### config.mk
export PLATFORM = sky130hd
export DESIGN_NAME = grid_to_layer_interpolator
export DESIGN_NICKNAME = d
export VERILOG_FILES = /design/src/hw/rtl/gli_pkg.sv /design/src/hw/rtl/grid_to_layer_interpolator.sv
export SDC_FILE = /design/constraint.sdc
export NUM_CORES = 1
export LEC_CHECK = 0
export BUFFER_PORTS_ARGS = -buffer_cell sky130_fd_sc_hd__buf_2
export CORE_UTILIZATION = 59
export CTS_BUF_LIST = sky130_fd_sc_hd__clkbuf_2
export DETAILED_ROUTE_END_ITERATION = 7
export GPL_ROUTABILITY_DRIVEN = 0
export PLACE_DENSITY_LB_ADDON = 0.3
export SYNTH_ARGS = -nofsm -noshare
export SYNTH_HDL_FRONTEND = slang
export SYNTH_SLANG_ARGS = --single-unit
### constraint.sdc
create_clock -name clk -period 19.6 [get_ports clk]
set_input_delay 3.92 -clock clk [delete_from_list [all_inputs] [get_ports clk]]
set_output_delay 3.92 -clock clk [all_outputs]
set_load 0.03 [all_outputs]
### src/hw/rtl/gli_pkg.sv
// ============================================================================
// Grid-to-layer interpolator package
// Field widths, beat types and shared constants for the interpolator.
// ============================================================================
package gli_pkg;

    // Field widths
    localparam int DEPTH_W       = 20;
    localparam int VAL_W         = 16;
    localparam int SUB_W         = 4;

    // Largest sublayer count; the register field cannot exceed it.
    localparam int MAX_SUBLAYERS = 15;

    // Layers per interval reach MAX_SUBLAYERS + 1, so this width holds n.
    localparam int N_W           = $clog2(MAX_SUBLAYERS + 2);
    localparam int J_W           = $clog2(MAX_SUBLAYERS + 1);

    // Remainder of a division by n, and the midpoint residue below 2n.
    localparam int REM_W         = $clog2(MAX_SUBLAYERS + 1);
    localparam int RES_W         = N_W;

    // Three interpolated properties: p velocity, s velocity, density.
    localparam int NUM_LANES     = 3;
    localparam int LANE_W        = 2;

    // The shared divider walks one dividend bit per cycle.
    localparam int DIV_STEPS     = DEPTH_W;
    localparam int CNT_W         = $clog2(DIV_STEPS);

    // One grid point
    typedef struct packed {
        logic [DEPTH_W-1:0] depth_m;
        logic [VAL_W-1:0]   p_velocity;
        logic [VAL_W-1:0]   s_velocity;
        logic [VAL_W-1:0]   density;
        logic               last_point;
    } gli_in_t;

    // One layer
    typedef struct packed {
        logic [DEPTH_W-1:0] thickness_m;
        logic [VAL_W-1:0]   layer_p_velocity;
        logic [VAL_W-1:0]   layer_s_velocity;
        logic [VAL_W-1:0]   layer_density;
        logic               half_space;
        logic               last_of_run;
    } gli_out_t;

endpackage

### src/hw/rtl/grid_to_layer_interpolator.sv
// ============================================================================
// Grid-to-layer interpolator
// Turns a depth profile of grid points into layers of equal thickness with
// midpoint-sampled properties, an optional water layer and a terminating half space.
// ============================================================================
// A grid point is taken whenever in_ready is high; the block then stays busy
// until all layers caused by that point have entered the output register. For
// an interior point with n = sublayer_count + 1 layers per interval, one shared
// restoring divider divides the depth step and the three property steps by n,
// one bit per cycle, and the layers then leave at one per cycle while out_ready
// stays high; a last point then also emits its half space. The first point of
// a profile produces no layer, or only the half space when it is also the last
// point; a water layer is emitted directly, without a division.
// The sublayer count in force when a point is accepted applies to the whole
// interval that ends at that point.
module grid_to_layer_interpolator (
    input  logic                          clk,
    input  logic                          rst_n,
    input  logic                          cfg_valid,
    output logic                          cfg_ready,
    input  logic [gli_pkg::SUB_W-1:0]     cfg_data,
    input  logic                          in_valid,
    output logic                          in_ready,
    input  gli_pkg::gli_in_t              in_data,
    output logic                          out_valid,
    input  logic                          out_ready,
    output gli_pkg::gli_out_t             out_data
);
    import gli_pkg::*;

    typedef enum logic [2:0] {
        ST_IDLE,
        ST_DIV,
        ST_EMIT,
        ST_WATER,
        ST_HALF
    } state_t;

    // Division slots: the depth step first, then one per property lane.
    localparam logic [LANE_W-1:0] SLOT_THICK = LANE_W'(0);
    localparam logic [LANE_W-1:0] SLOT_LAST  = LANE_W'(NUM_LANES);

    state_t                 state_reg;
    logic [SUB_W-1:0]       sub_reg;
    logic [N_W-1:0]         n_reg;
    logic [1:0]             points_seen_reg;
    logic                   water_top_reg;
    gli_in_t                item_reg;
    logic [DEPTH_W-1:0]     prev_depth_reg;
    logic [VAL_W-1:0]       prev_val_reg [NUM_LANES];
    logic [DEPTH_W-1:0]     thick_reg;

    // Divider registers
    logic [DEPTH_W-1:0]     quo_reg;
    logic [REM_W-1:0]       rem_reg;
    logic [CNT_W-1:0]       div_cnt_reg;
    logic [LANE_W-1:0]      div_idx_reg;

    // Per-lane step magnitude, sign, increment and running sample
    logic [VAL_W-1:0]       mag_reg    [NUM_LANES];
    logic                   neg_reg    [NUM_LANES];
    logic [VAL_W:0]         step_q_reg [NUM_LANES];
    logic [REM_W-1:0]       step_r_reg [NUM_LANES];
    logic [VAL_W-1:0]       acc_q_reg  [NUM_LANES];
    logic [RES_W-1:0]       acc_r_reg  [NUM_LANES];
    logic [J_W-1:0]         j_reg;

    logic                   out_valid_reg;
    gli_out_t               out_reg;

    // Handshakes
    logic                   in_fire;
    logic                   out_free;

    assign cfg_ready = 1'b1;
    assign in_ready  = (state_reg == ST_IDLE);
    assign in_fire   = in_valid && in_ready;
    assign out_free  = !out_valid_reg || out_ready;
    assign out_valid = out_valid_reg;
    assign out_data  = out_reg;

    // Current point values arranged by lane, and the step from the previous point.
    logic [VAL_W-1:0]       in_val    [NUM_LANES];
    logic [VAL_W-1:0]       in_mag    [NUM_LANES];
    logic                   in_neg    [NUM_LANES];
    logic [DEPTH_W-1:0]     in_diff;

    always_comb
    begin
        in_val[0] = in_data.p_velocity;
        in_val[1] = in_data.s_velocity;
        in_val[2] = in_data.density;
    end

    for (genvar k = 0; k < NUM_LANES; k++) begin : g_step
        logic [VAL_W:0] delta;
        assign delta     = {1'b0, in_val[k]} - {1'b0, prev_val_reg[k]};
        assign in_neg[k] = delta[VAL_W];
        assign in_mag[k] = in_neg[k] ? VAL_W'(-delta) : delta[VAL_W-1:0];
    end

    // Decreasing depth gives a zero-thickness interval.
    assign in_diff = (in_data.depth_m >= prev_depth_reg) ?
                     (in_data.depth_m - prev_depth_reg) : '0;

    // One restoring division step: shift in the next dividend bit, subtract n if it fits.
    logic [REM_W:0]         div_trial;
    logic                   div_fit;
    logic [REM_W-1:0]       rem_step;
    logic [DEPTH_W-1:0]     quo_step;

    assign div_trial = {rem_reg, quo_reg[DEPTH_W-1]};
    assign div_fit   = ({1'b0, div_trial} >= {1'b0, n_reg});
    assign rem_step  = div_fit ? REM_W'(div_trial - (REM_W+1)'(n_reg))
                               : div_trial[REM_W-1:0];
    assign quo_step  = {quo_reg[DEPTH_W-2:0], div_fit};

    // Turn a magnitude division into a floored signed one and derive the first sample.
    logic [LANE_W-1:0]      lane_sel;
    logic [VAL_W:0]         fix_q;
    logic [REM_W-1:0]       fix_r;
    logic [VAL_W+1:0]       fix_half;
    logic [RES_W-1:0]       fix_res;

    assign lane_sel = div_idx_reg - LANE_W'(1);

    always_comb
    begin
        fix_q = {1'b0, quo_step[VAL_W-1:0]};
        fix_r = rem_step;
        if (neg_reg[lane_sel])
        begin
            if (rem_step != '0)
            begin
                fix_q = ~fix_q;
                fix_r = REM_W'(n_reg - N_W'(rem_step));
            end
            else
            begin
                fix_q = -fix_q;
            end
        end
        fix_half = ({fix_q[VAL_W], fix_q} + (VAL_W+2)'(1)) >>> 1;
        fix_res  = fix_q[0] ? RES_W'(fix_r) : RES_W'(fix_r) + RES_W'(n_reg);
    end

    // Per-lane advance to the next midpoint sample.
    logic [VAL_W-1:0]       acc_q_next [NUM_LANES];
    logic [RES_W-1:0]       acc_r_next [NUM_LANES];
    logic [RES_W:0]         two_n;

    assign two_n = {n_reg, 1'b0};

    for (genvar k = 0; k < NUM_LANES; k++) begin : g_lane
        logic [RES_W:0] r_sum;
        logic           wrap;
        assign r_sum         = {1'b0, acc_r_reg[k]} + {1'b0, step_r_reg[k], 1'b0};
        assign wrap          = (r_sum >= two_n);
        assign acc_r_next[k] = wrap ? RES_W'(r_sum - two_n) : r_sum[RES_W-1:0];
        assign acc_q_next[k] = acc_q_reg[k] + step_q_reg[k][VAL_W-1:0]
                               + VAL_W'(wrap);
    end

    logic                   last_layer;
    assign last_layer = ({1'b0, j_reg} == (n_reg - N_W'(1)));

    // Sequencer, datapath and output register
    always_ff @(posedge clk or negedge rst_n)
    begin
        if (!rst_n)
        begin
            state_reg       <= ST_IDLE;
            sub_reg         <= '0;
            n_reg           <= N_W'(1);
            points_seen_reg <= '0;
            water_top_reg   <= 1'b0;
            item_reg        <= '0;
            prev_depth_reg  <= '0;
            thick_reg       <= '0;
            quo_reg         <= '0;
            rem_reg         <= '0;
            div_cnt_reg     <= '0;
            div_idx_reg     <= SLOT_THICK;
            j_reg           <= '0;
            out_valid_reg   <= 1'b0;
            out_reg         <= '0;
            for (int k = 0; k < NUM_LANES; k++)
            begin
                prev_val_reg[k] <= '0;
                mag_reg[k]      <= '0;
                neg_reg[k]      <= 1'b0;
                step_q_reg[k]   <= '0;
                step_r_reg[k]   <= '0;
                acc_q_reg[k]    <= '0;
                acc_r_reg[k]    <= '0;
            end
        end
        else
        begin
            if (cfg_valid && cfg_ready)
            begin
                sub_reg <= cfg_data;
            end

            // A pending beat leaves unless a new one is loaded below.
            if (out_valid_reg && out_ready)
            begin
                out_valid_reg <= 1'b0;
            end

            case (state_reg)
                ST_IDLE:
                begin
                    if (in_fire)
                    begin
                        item_reg       <= in_data;
                        n_reg          <= N_W'(sub_reg) + N_W'(1);
                        prev_depth_reg <= in_data.depth_m;
                        for (int k = 0; k < NUM_LANES; k++)
                        begin
                            prev_val_reg[k] <= in_val[k];
                            acc_q_reg[k]    <= prev_val_reg[k];
                            mag_reg[k]      <= in_mag[k];
                            neg_reg[k]      <= in_neg[k];
                        end
                        thick_reg   <= in_diff;
                        quo_reg     <= in_diff;
                        rem_reg     <= '0;
                        div_cnt_reg <= '0;
                        div_idx_reg <= SLOT_THICK;
                        j_reg       <= '0;

                        // Pick the work for this point.
                        if (points_seen_reg == 2'd0)
                        begin
                            state_reg <= in_data.last_point ? ST_HALF : ST_IDLE;
                        end
                        else if (points_seen_reg == 2'd1 && water_top_reg)
                        begin
                            state_reg <= ST_WATER;
                        end
                        else
                        begin
                            state_reg <= ST_DIV;
                        end

                        // Profile bookkeeping
                        if (in_data.last_point)
                        begin
                            points_seen_reg <= '0;
                            water_top_reg   <= 1'b0;
                        end
                        else
                        begin
                            if (points_seen_reg == 2'd0)
                            begin
                                water_top_reg <= (in_data.s_velocity == '0);
                            end
                            if (points_seen_reg != 2'd2)
                            begin
                                points_seen_reg <= points_seen_reg + 2'd1;
                            end
                        end
                    end
                end

                ST_DIV:
                begin
                    quo_reg     <= quo_step;
                    rem_reg     <= rem_step;
                    div_cnt_reg <= div_cnt_reg + CNT_W'(1);
                    if (div_cnt_reg == CNT_W'(DIV_STEPS - 1))
                    begin
                        // Store the finished quotient, then start the next slot.
                        if (div_idx_reg == SLOT_THICK)
                        begin
                            thick_reg <= quo_step;
                        end
                        else
                        begin
                            step_q_reg[lane_sel] <= fix_q;
                            step_r_reg[lane_sel] <= fix_r;
                            acc_q_reg[lane_sel]  <= acc_q_reg[lane_sel]
                                                    + fix_half[VAL_W-1:0];
                            acc_r_reg[lane_sel]  <= fix_res;
                        end
                        div_cnt_reg <= '0;
                        rem_reg     <= '0;
                        if (div_idx_reg == SLOT_LAST)
                        begin
                            state_reg <= ST_EMIT;
                        end
                        else
                        begin
                            div_idx_reg <= div_idx_reg + LANE_W'(1);
                            quo_reg     <= DEPTH_W'(mag_reg[div_idx_reg]);
                        end
                    end
                end

                ST_EMIT:
                begin
                    if (out_free)
                    begin
                        out_valid_reg            <= 1'b1;
                        out_reg.thickness_m      <= thick_reg;
                        out_reg.layer_p_velocity <= acc_q_reg[0];
                        out_reg.layer_s_velocity <= acc_q_reg[1];
                        out_reg.layer_density    <= acc_q_reg[2];
                        out_reg.half_space       <= 1'b0;
                        out_reg.last_of_run      <= last_layer && !item_reg.last_point;
                        for (int k = 0; k < NUM_LANES; k++)
                        begin
                            acc_q_reg[k] <= acc_q_next[k];
                            acc_r_reg[k] <= acc_r_next[k];
                        end
                        j_reg <= j_reg + J_W'(1);
                        if (last_layer)
                        begin
                            state_reg <= item_reg.last_point ? ST_HALF : ST_IDLE;
                        end
                    end
                end

                ST_WATER:
                begin
                    // Water layer: whole interval, top point's values, no shear.
                    if (out_free)
                    begin
                        out_valid_reg            <= 1'b1;
                        out_reg.thickness_m      <= thick_reg;
                        out_reg.layer_p_velocity <= acc_q_reg[0];
                        out_reg.layer_s_velocity <= '0;
                        out_reg.layer_density    <= acc_q_reg[2];
                        out_reg.half_space       <= 1'b0;
                        out_reg.last_of_run      <= !item_reg.last_point;
                        state_reg <= item_reg.last_point ? ST_HALF : ST_IDLE;
                    end
                end

                ST_HALF:
                begin
                    // Half space closes the profile with the last point's values.
                    if (out_free)
                    begin
                        out_valid_reg            <= 1'b1;
                        out_reg.thickness_m      <= '0;
                        out_reg.layer_p_velocity <= item_reg.p_velocity;
                        out_reg.layer_s_velocity <= item_reg.s_velocity;
                        out_reg.layer_density    <= item_reg.density;
                        out_reg.half_space       <= 1'b1;
                        out_reg.last_of_run      <= 1'b1;
                        state_reg                <= ST_IDLE;
                    end
                end

                default:
                begin
                    state_reg <= ST_IDLE;
                end
            endcase
        end
    end

`ifndef NO_ASSERTIONS
    // The divider remainder always stays below the divisor.
    a_rem_below_n: assert property (@(posedge clk) disable iff (!rst_n)
        state_reg == ST_DIV |-> rem_reg < REM_W'(n_reg) || n_reg == N_W'(MAX_SUBLAYERS + 1))
        else $error("divider remainder reached the divisor");

    // Midpoint residues stay below 2n while layers are produced.
    a_res_below_two_n: assert property (@(posedge clk) disable iff (!rst_n)
        state_reg == ST_EMIT |-> {1'b0, acc_r_reg[0]} < two_n
                                 && {1'b0, acc_r_reg[1]} < two_n
                                 && {1'b0, acc_r_reg[2]} < two_n)
        else $error("midpoint residue out of range");

    // The point count saturates at two.
    a_points_sat: assert property (@(posedge clk) disable iff (!rst_n)
        points_seen_reg != 2'd3)
        else $error("point count passed saturation");

    // A half-space beat always closes the run of its point.
    a_half_closes: assert property (@(posedge clk) disable iff (!rst_n)
        out_valid_reg && out_reg.half_space |-> out_reg.last_of_run)
        else $error("half space not marked as last of run");

    // The layer counter never runs past the layer count.
    a_j_in_range: assert property (@(posedge clk) disable iff (!rst_n)
        state_reg == ST_EMIT |-> {1'b0, j_reg} < n_reg)
        else $error("layer counter past layer count");
`endif

endmodule
==> results of run 1 <==
==> layout make-up <==
class | instances | area share
sequential | 384 | 0.346
inverter | 179 | 0.0243
clock buffer | 143 | 0.0257
antenna | 3 | 0.000270
clock inverter | 22 | 0.00437
tap | 585 | 0.0263
multi-input combinational | 2297 | 0.540
timing repair buffer | 172 | 0.0334
==> cells by family (layout without fill, tap and decap cells) <==
| kind of cell | Yosys count | count (layout) | synth area share |
|---|---|---|---|
| compound gates | 916 | 916 | 0.223 |
| xor+xnor | 186 | 186 | 0.0650 |
| fa+ha+maj | 199 | 199 | 0.102 |
| buf+inv | 326 | 516 | 0.0482 |
| flops | 384 | 384 | 0.372 |
| mux | 95 | 95 | 0.0379 |
| other cells | 1 | 4 | 0.000145 |
| simple gates | 900 | 900 | 0.152 |
==> per-layer routing <==
layer | vias to the layer above | routed length (um) | share of wire
met1 | 11301 | 30400 | 0.39
met5 | - | 13 | 0.00017
met2 | 1117 | 35200 | 0.45
met3 | 284 | 8080 | 0.10
li1 | 10970 | - | -
met4 | 2 | 4480 | 0.057
==> report_power, final <==
| part | internal (uW) | switching (uW) |
|---|---|---|
| Sequential | 1080 | 359 |
| Combinational | 1220 | 2170 |
| Clock | 207 | 346 |
| Total | 2500 | 2870 |
==> critical path: stages (launching register included) <==
cell      delay, ps
dfstp_2         690
inv_1           130
ha_1            460
nor2b_2         100
o21ai_2         300
a21oi_1         160
a311oi_2        780
nand2_1         410
nand3_1         200
o31a_1          140
o21ai_0         310
inv_1           150
ha_1            190
inv_1            60
a2111o_1        500
nor3_1          250
xnor2_1         100
ha_1            230
nor3_1          310
nand2_1          90
a311o_1         330
o211ai_1        160
nor2_1           80
a211oi_1        360
o21ai_0         180
xnor3_1         500
o221ai_1        160
a22o_1          220
==> through the flow <==
stage          cell area [um^2]  setup WS [ps]  cells  hold slack [ps]  utilization
2_1_floorplan             25800          12330   3007              444            -
3_3_place_gp              27000          11860   3617              459        0.626
3_5_place_dp              27000          11710   3617              469        0.626
4_1_cts                   27800          12170   3782              489        0.645
5_1_grt                   27800          11580   3785              507        0.645
6_report                  27800          11970   3785              483        0.645
==> layout by cell type (no fill, tap or decap), types with 42 or more instances in the layout <==
cell,instances
clkbuf_2,143
nand2_1,470
a21oi_1,142
mux2i_1,72
nand3_1,42
xor2_1,71
o21ai_0,406
nor2_1,181
dfrtp_1,383
nor3_1,54
xnor2_1,111
a21o_1,49
buf_2,148
inv_1,178
ha_1,179
==> worst max-delay path by stage <==
stage	from	end	slack (ps)	cells past startpoint
floorplan	in_data[33]	mag_reg[47]$_DFFE_PN0P_	12330	15
global placement	in_data[33]	mag_reg[47]$_DFFE_PN0P_	11860	16
detailed placement	in_data[33]	mag_reg[47]$_DFFE_PN0P_	11710	16
CTS	div_idx_reg[0]$_DFFE_PN0P_	acc_q_reg[47]$_DFFE_PN0P_	12170	23
global route	n_reg[0]$_DFFE_PN1P_	acc_q_reg[47]$_DFFE_PN0P_	11580	27
finish	n_reg[0]$_DFFE_PN1P_	acc_q_reg[47]$_DFFE_PN0P_	11970	27
==> flow_summary_export.csv, run 1 <==
group,metric,value,unit
worst_hold_path,min_to,"out_data[50]$_DFFE_PN0P_",
worst_setup_path,endpoint_kind,"register",
worst_setup_path,critPathLaunchType,"register",
sta,setup_violations,0,
cells_and_area,fillerInstances,3680,
routing,avgViaCountPerCell,6.25,
placement,port_buffers,149,
worst_hold_path,hold_class,"reg -> reg",
worst_setup_path,cp.required,20660,ps
global_route,antenna_found_initial,3,
global_route,grt_util_met1,0.445,
sta,tightestPinTransition,1420,ps
sta,rsz0062_at_grt,"no",
synthesis,synth.avg_cell_area,8.59,um^2
routing,vias,23674,
die,die_w,211,um
sta,maxSlewHeadroom,0.0461,
global_route,grt_pass1_wl,124000,um
global_route,grt_busiest_layer,"met2",
synthesis,yosysSeqAreaShare,0.372,
clock_tree,cts_tree,"built",
synthesis,synthCells,3007,
clock_tree,cts_buffers,101,
clock_tree,cts.clk_slew.worst_paths,100,ps
cells_and_area,areaGrowthSynthToFinish,7.69,%
placement,hpwl,57400,um
sta,period_needed,7640,ps
die,pin_count,151,
global_route,grtUsageMet2,0.553,
pwr,cellLeakagePower,0.0133,uW
cells_and_area,multiInputGateArea,0.0150,mm^2
routing,drcViolationCount,0,
synthesis,syn_area,0.0258,mm^2
clock_tree,clock-sinks,384,
worst_setup_path,r2r_end,"acc_q_reg[47]$_DFFE_PN0P_",
routing,drtAntennaViolNets,0,
worst_hold_path,hold_path_depth,2,
cells_and_area,largest_reg_flops,70,
die,coreArea,0.0431,mm^2
sta,setup_tns,0,ps
pwr,power_density,193,mW/mm^2
worst_setup_path,rr_worst_depth,27,
global_route,grt_usage,0.357,
clock_tree,post_cts.repair.setup_buffers,0,
worst_setup_path,critPathMaxFanout,11,
sta,fin_skew,107,ps
synthesis,yosysWarnings,0,
routing,drt_first_pass_iters,7,
worst_setup_path,criticalPathCategory,"reg -> reg",
synthesis,synth_flop_cell,"dfrtp_1",
die,rows,76,
cells_and_area,drive_above_1_share,0.121,
global_route,grtUsageMet3,0.105,
clock_tree,insertion_delay,1180,ps
sta,slew_violations,0,
cells_and_area,ff_latch_area,0.00961,mm^2
clock_tree,root_buffer,"clkbuf_2",
job,max-cap-violations,0,
synthesis,synth_seq_cells,384,
cells_and_area,fin_nets,3412,
synthesis,ys_top_cells_by_area,"dfrtp_1, ha_1, o21ai_0",
worst_setup_path,r2r_start,"n_reg[0]$_DFFE_PN1P_",
sta,fmax,0.131,GHz
clock_tree,ctsHoldBuffers,0,
pwr,vdd_drop_max,0.000117,V
worst_setup_path,r2r_setup_slack,11970,ps
synthesis,async_flop_share,1.00,
pwr,power.total,5380,uW
clock_tree,cts_resized,0,
sta,hold_viol_final,0,
synthesis,synth_largest_area_cell,"dfrtp_1",
routing,wl_per_cell,20.7,um
die,dieArea,0.0446,mm^2
synthesis,synth_nets,3284,
worst_hold_path,hold_start,"out_data[50]$_DFFE_PN0P_",
global_route,grt_pass1_vias,23269,
synthesis,synth_edf_count,0,
outcome,outcome,"complete, no violations",
worst_setup_path,cp_data_arrival_time,8690,ps
die,dieHeight,211,um
global_route,grt-ovfl-total,0,
synthesis,yosysMostFrequentCell,"nand2_1",
clock_tree,htree_levels,3,
synthesis,yosysTopAreaCellShare,0.371,
synthesis,synth_commonest_cells,"nand2_1, o21ai_0, dfrtp_1",
synthesis,synthDistinctLibCells,87,
routing,drt_first_iter_violations,2205,
routing,finalWirelength,78200,um
clock_tree,cts_buffer_depth,3,
die,initial_core_util,0.599,
global_route,grt_max_degree,123,
sta,min_period_over_period,0.390,
(Power assumes the default switching activity.)
==> inputs of run 2 (changes only) <==
--- a/config.mk
+++ b/config.mk
@@ -5,6 +5,7 @@
 export SDC_FILE = /design/constraint.sdc
 export NUM_CORES = 1
 export LEC_CHECK = 0
+export ABC_AREA = 1
 export BUFFER_PORTS_ARGS = -buffer_cell sky130_fd_sc_hd__buf_2
 export CORE_UTILIZATION = 59
 export CTS_BUF_LIST = sky130_fd_sc_hd__clkbuf_2
==> constraint.sdc (replaced) <==
create_clock -name clk -period 7.69 [get_ports clk]
set_input_delay 1.538 -clock clk [delete_from_list [all_inputs] [get_ports clk]]
set_output_delay 1.538 -clock clk [all_outputs]
set_load 0.03 [all_outputs]
==> flow_summary_export.csv, run 2 <==
group,metric,value,unit
worst_setup_path,criticalPathCategory,"reg -> reg",
die,initial_core_util,0.601,
die,rows,77,
placement,port_buffers,149,
die,coreArea,0.0445,mm^2
outcome,outcome,"complete, no violations",
die,dieArea,0.0462,mm^2
cells_and_area,drive_above_1_share,0.107,
placement,place_worst_setup_slack,1450,ps
routing,drtAntennaViolNets,0,
worst_setup_path,critPathMaxFanout,12,
synthesis,synth_commonest_cells,"nand2_1, inv_1, dfrtp_1",
synthesis,syn_area,0.0268,mm^2
routing,drt_first_iter_violations,2999,
routing,drcViolationCount,0,
worst_setup_path,r2r_start,"n_reg[0]$_DFFE_PN1P_",
global_route,antenna_found_initial,3,
synthesis,ys_top_cells_by_area,"dfrtp_1, nand2_1, ha_1",
sta,setup_violations,0,
die,pin_count,151,
routing,wl_met3,9930,um
clock_tree,insertion_delay,1200,ps
synthesis,synthCells,3570,
worst_setup_path,r2r_end,"acc_q_reg[45]$_DFFE_PN0P_",
worst_setup_path,cp.required,8790,ps
clock_tree,cts_buffers,104,
clock_tree,cts_buffer_depth,3,
worst_setup_path,cp_data_arrival_time,7480,ps
placement,hpwl,62400,um
sta,setup_ws,1310,ps
synthesis,synthDistinctLibCells,61,
global_route,grt_pass1_vias,24042,
synthesis,yosysSeqAreaShare,0.359,
synthesis,synth_flop_cell,"dfrtp_1",
worst_hold_path,hold_class,"in -> async",
sta,tightestPinTransition,1260,ps
synthesis,synth_seq_cells,384,
sta,rsz0062_at_grt,"no",
clock_tree,clock-sinks,384,
die,dieHeight,215,um
synthesis,synth_nets,3847,
cells_and_area,layout.cells.most_common,"nand2_1",
sta,hold_viol_final,0,
global_route,grt_max_degree,158,
job,max-cap-violations,0,
global_route,grt_pass1_wl,131000,um
sta,maxSlewHeadroom,0.160,
routing,drt_first_pass_iters,7,
clock_tree,htree_levels,3,
routing,highest_layer,"met4",
clock_tree,post_cts.repair.setup_buffers,0,
worst_setup_path,r2r_setup_slack,1310,ps
cells_and_area,final_cell_mix,"nand2_1, inv_1, dfrtp_1",
sta,slew_violations,0,
routing,drt-met1-wl,33900,um
synthesis,async_flop_share,1.00,
worst_setup_path,endpoint_kind,"register",
worst_setup_path,critical-path-top-delay-family,"simple AND/OR/NAND/NOR gates",
worst_setup_path,crit_path_top_delay_cell,"dfstp_2",
sta,fmax,0.157,GHz
clock_tree,root_buffer,"clkbuf_2",
sta,fin_skew,105,ps
synthesis,yosysMostFrequentCell,"nand2_1",
die,die_w,215,um
global_route,grt_usage,0.364,
cells_and_area,largest_reg_flops,70,
sta,min_period_over_period,0.830,
cells_and_area,fin_nets,4005,
worst_setup_path,critPathBufInv,5,
routing,finalWirelength,83700,um
routing,wl_per_cell,19.0,um
global_route,grt-ovfl-total,0,
clock_tree,cts.clk_slew.worst_paths,100,ps
routing,avgViaCountPerCell,5.88,
clock_tree,ctsHoldBuffers,0,
clock_tree,cts_tree,"built",
synthesis,synth.avg_cell_area,7.49,um^2
clock_tree,cts_resized,0,
cells_and_area,areaGrowthSynthToFinish,8.15,%
worst_setup_path,rr_worst_depth,32,
synthesis,synth_edf_count,0,
sta,setup_tns,0,ps
synthesis,synth_largest_area_cell,"dfrtp_1",
worst_setup_path,critPathLaunchType,"register",
worst_setup_path,crit_top_cell,"nand2_1",
routing,met2WireLength,35500,um
worst_setup_path,max_stage_delay,680,ps
sta,period_needed,6380,ps
synthesis,yosysTopAreaCellShare,0.358,
synthesis,yosysWarnings,0,
routing,vias,25839,
sta,timing.hold.ws,412,ps
==> run 2: area by class of cell <==
type | instances | area [um^2]
clock inverter | 37 | 225
clock buffer | 137 | 686
antenna | 6 | 15.0
tap | 592 | 741
fill | 4041 | 15600
sequential | 384 | 9610
timing repair buffer | 176 | 983
multi-input combinational | 2592 | 14900
inverter | 470 | 1770
==> run 2: cells by family after synthesis <==
group | Yosys count | share of synthesized area
AND/OR/NAND/NOR | 1331 | 0.210
multiplexers | 2 | 0.000842
flip-flops | 384 | 0.359
AO/OA/AOI/OAI | 906 | 0.197
XOR/XNOR | 153 | 0.0501
buffers and inverters | 594 | 0.0845
adder cells (fa/ha/maj) | 199 | 0.0987
other | 1 | 0.000140
==> run 2: worst max path at each step <==
| stage | startpoint | slack (ps) | cells after the start | to |
|---|---|---|---|---|
| final | n_reg[0]$_DFFE_PN1P_ | 1310 | 32 | acc_q_reg[45]$_DFFE_PN0P_ |
| after global routing | n_reg[1]$_DFFE_PN0P_ | 660 | 33 | acc_q_reg[29]$_DFFE_PN0P_ |
| after CTS | n_reg[0]$_DFFE_PN1P_ | 1470 | 33 | acc_q_reg[45]$_DFFE_PN0P_ |
| after detailed placement | n_reg[0]$_DFFE_PN1P_ | 1450 | 33 | acc_q_reg[13]$_DFFE_PN0P_ |
| after global placement | n_reg[0]$_DFFE_PN1P_ | 1630 | 33 | acc_q_reg[29]$_DFFE_PN0P_ |
| after floorplan | div_idx_reg[0]$_DFFE_PN0P_ | 2440 | 33 | acc_q_reg[45]$_DFFE_PN0P_ |
==> run 2: layer usage <==
layer | global-route usage | up-vias
met5 | 0 | -
met4 | 0.185 | 0
met3 | 0.109 | 263
met2 | 0.535 | 1367
met1 | 0.487 | 11936
li1 | - | 12273
==> run 2: metrics by stage <==
stage,util,cell area [um^2],instances
3_5_place_dp,0.629,28000,4214
4_1_cts,0.650,28900,4388
3_3_place_gp,0.629,28000,4214
6_report,0.650,28900,4394
5_1_grt,0.650,28900,4393
2_1_floorplan,-,26800,3570
Power of run 2 is not shown: default switching activity piles up to over one toggle a cycle in this logic, so the estimate is an artifact.
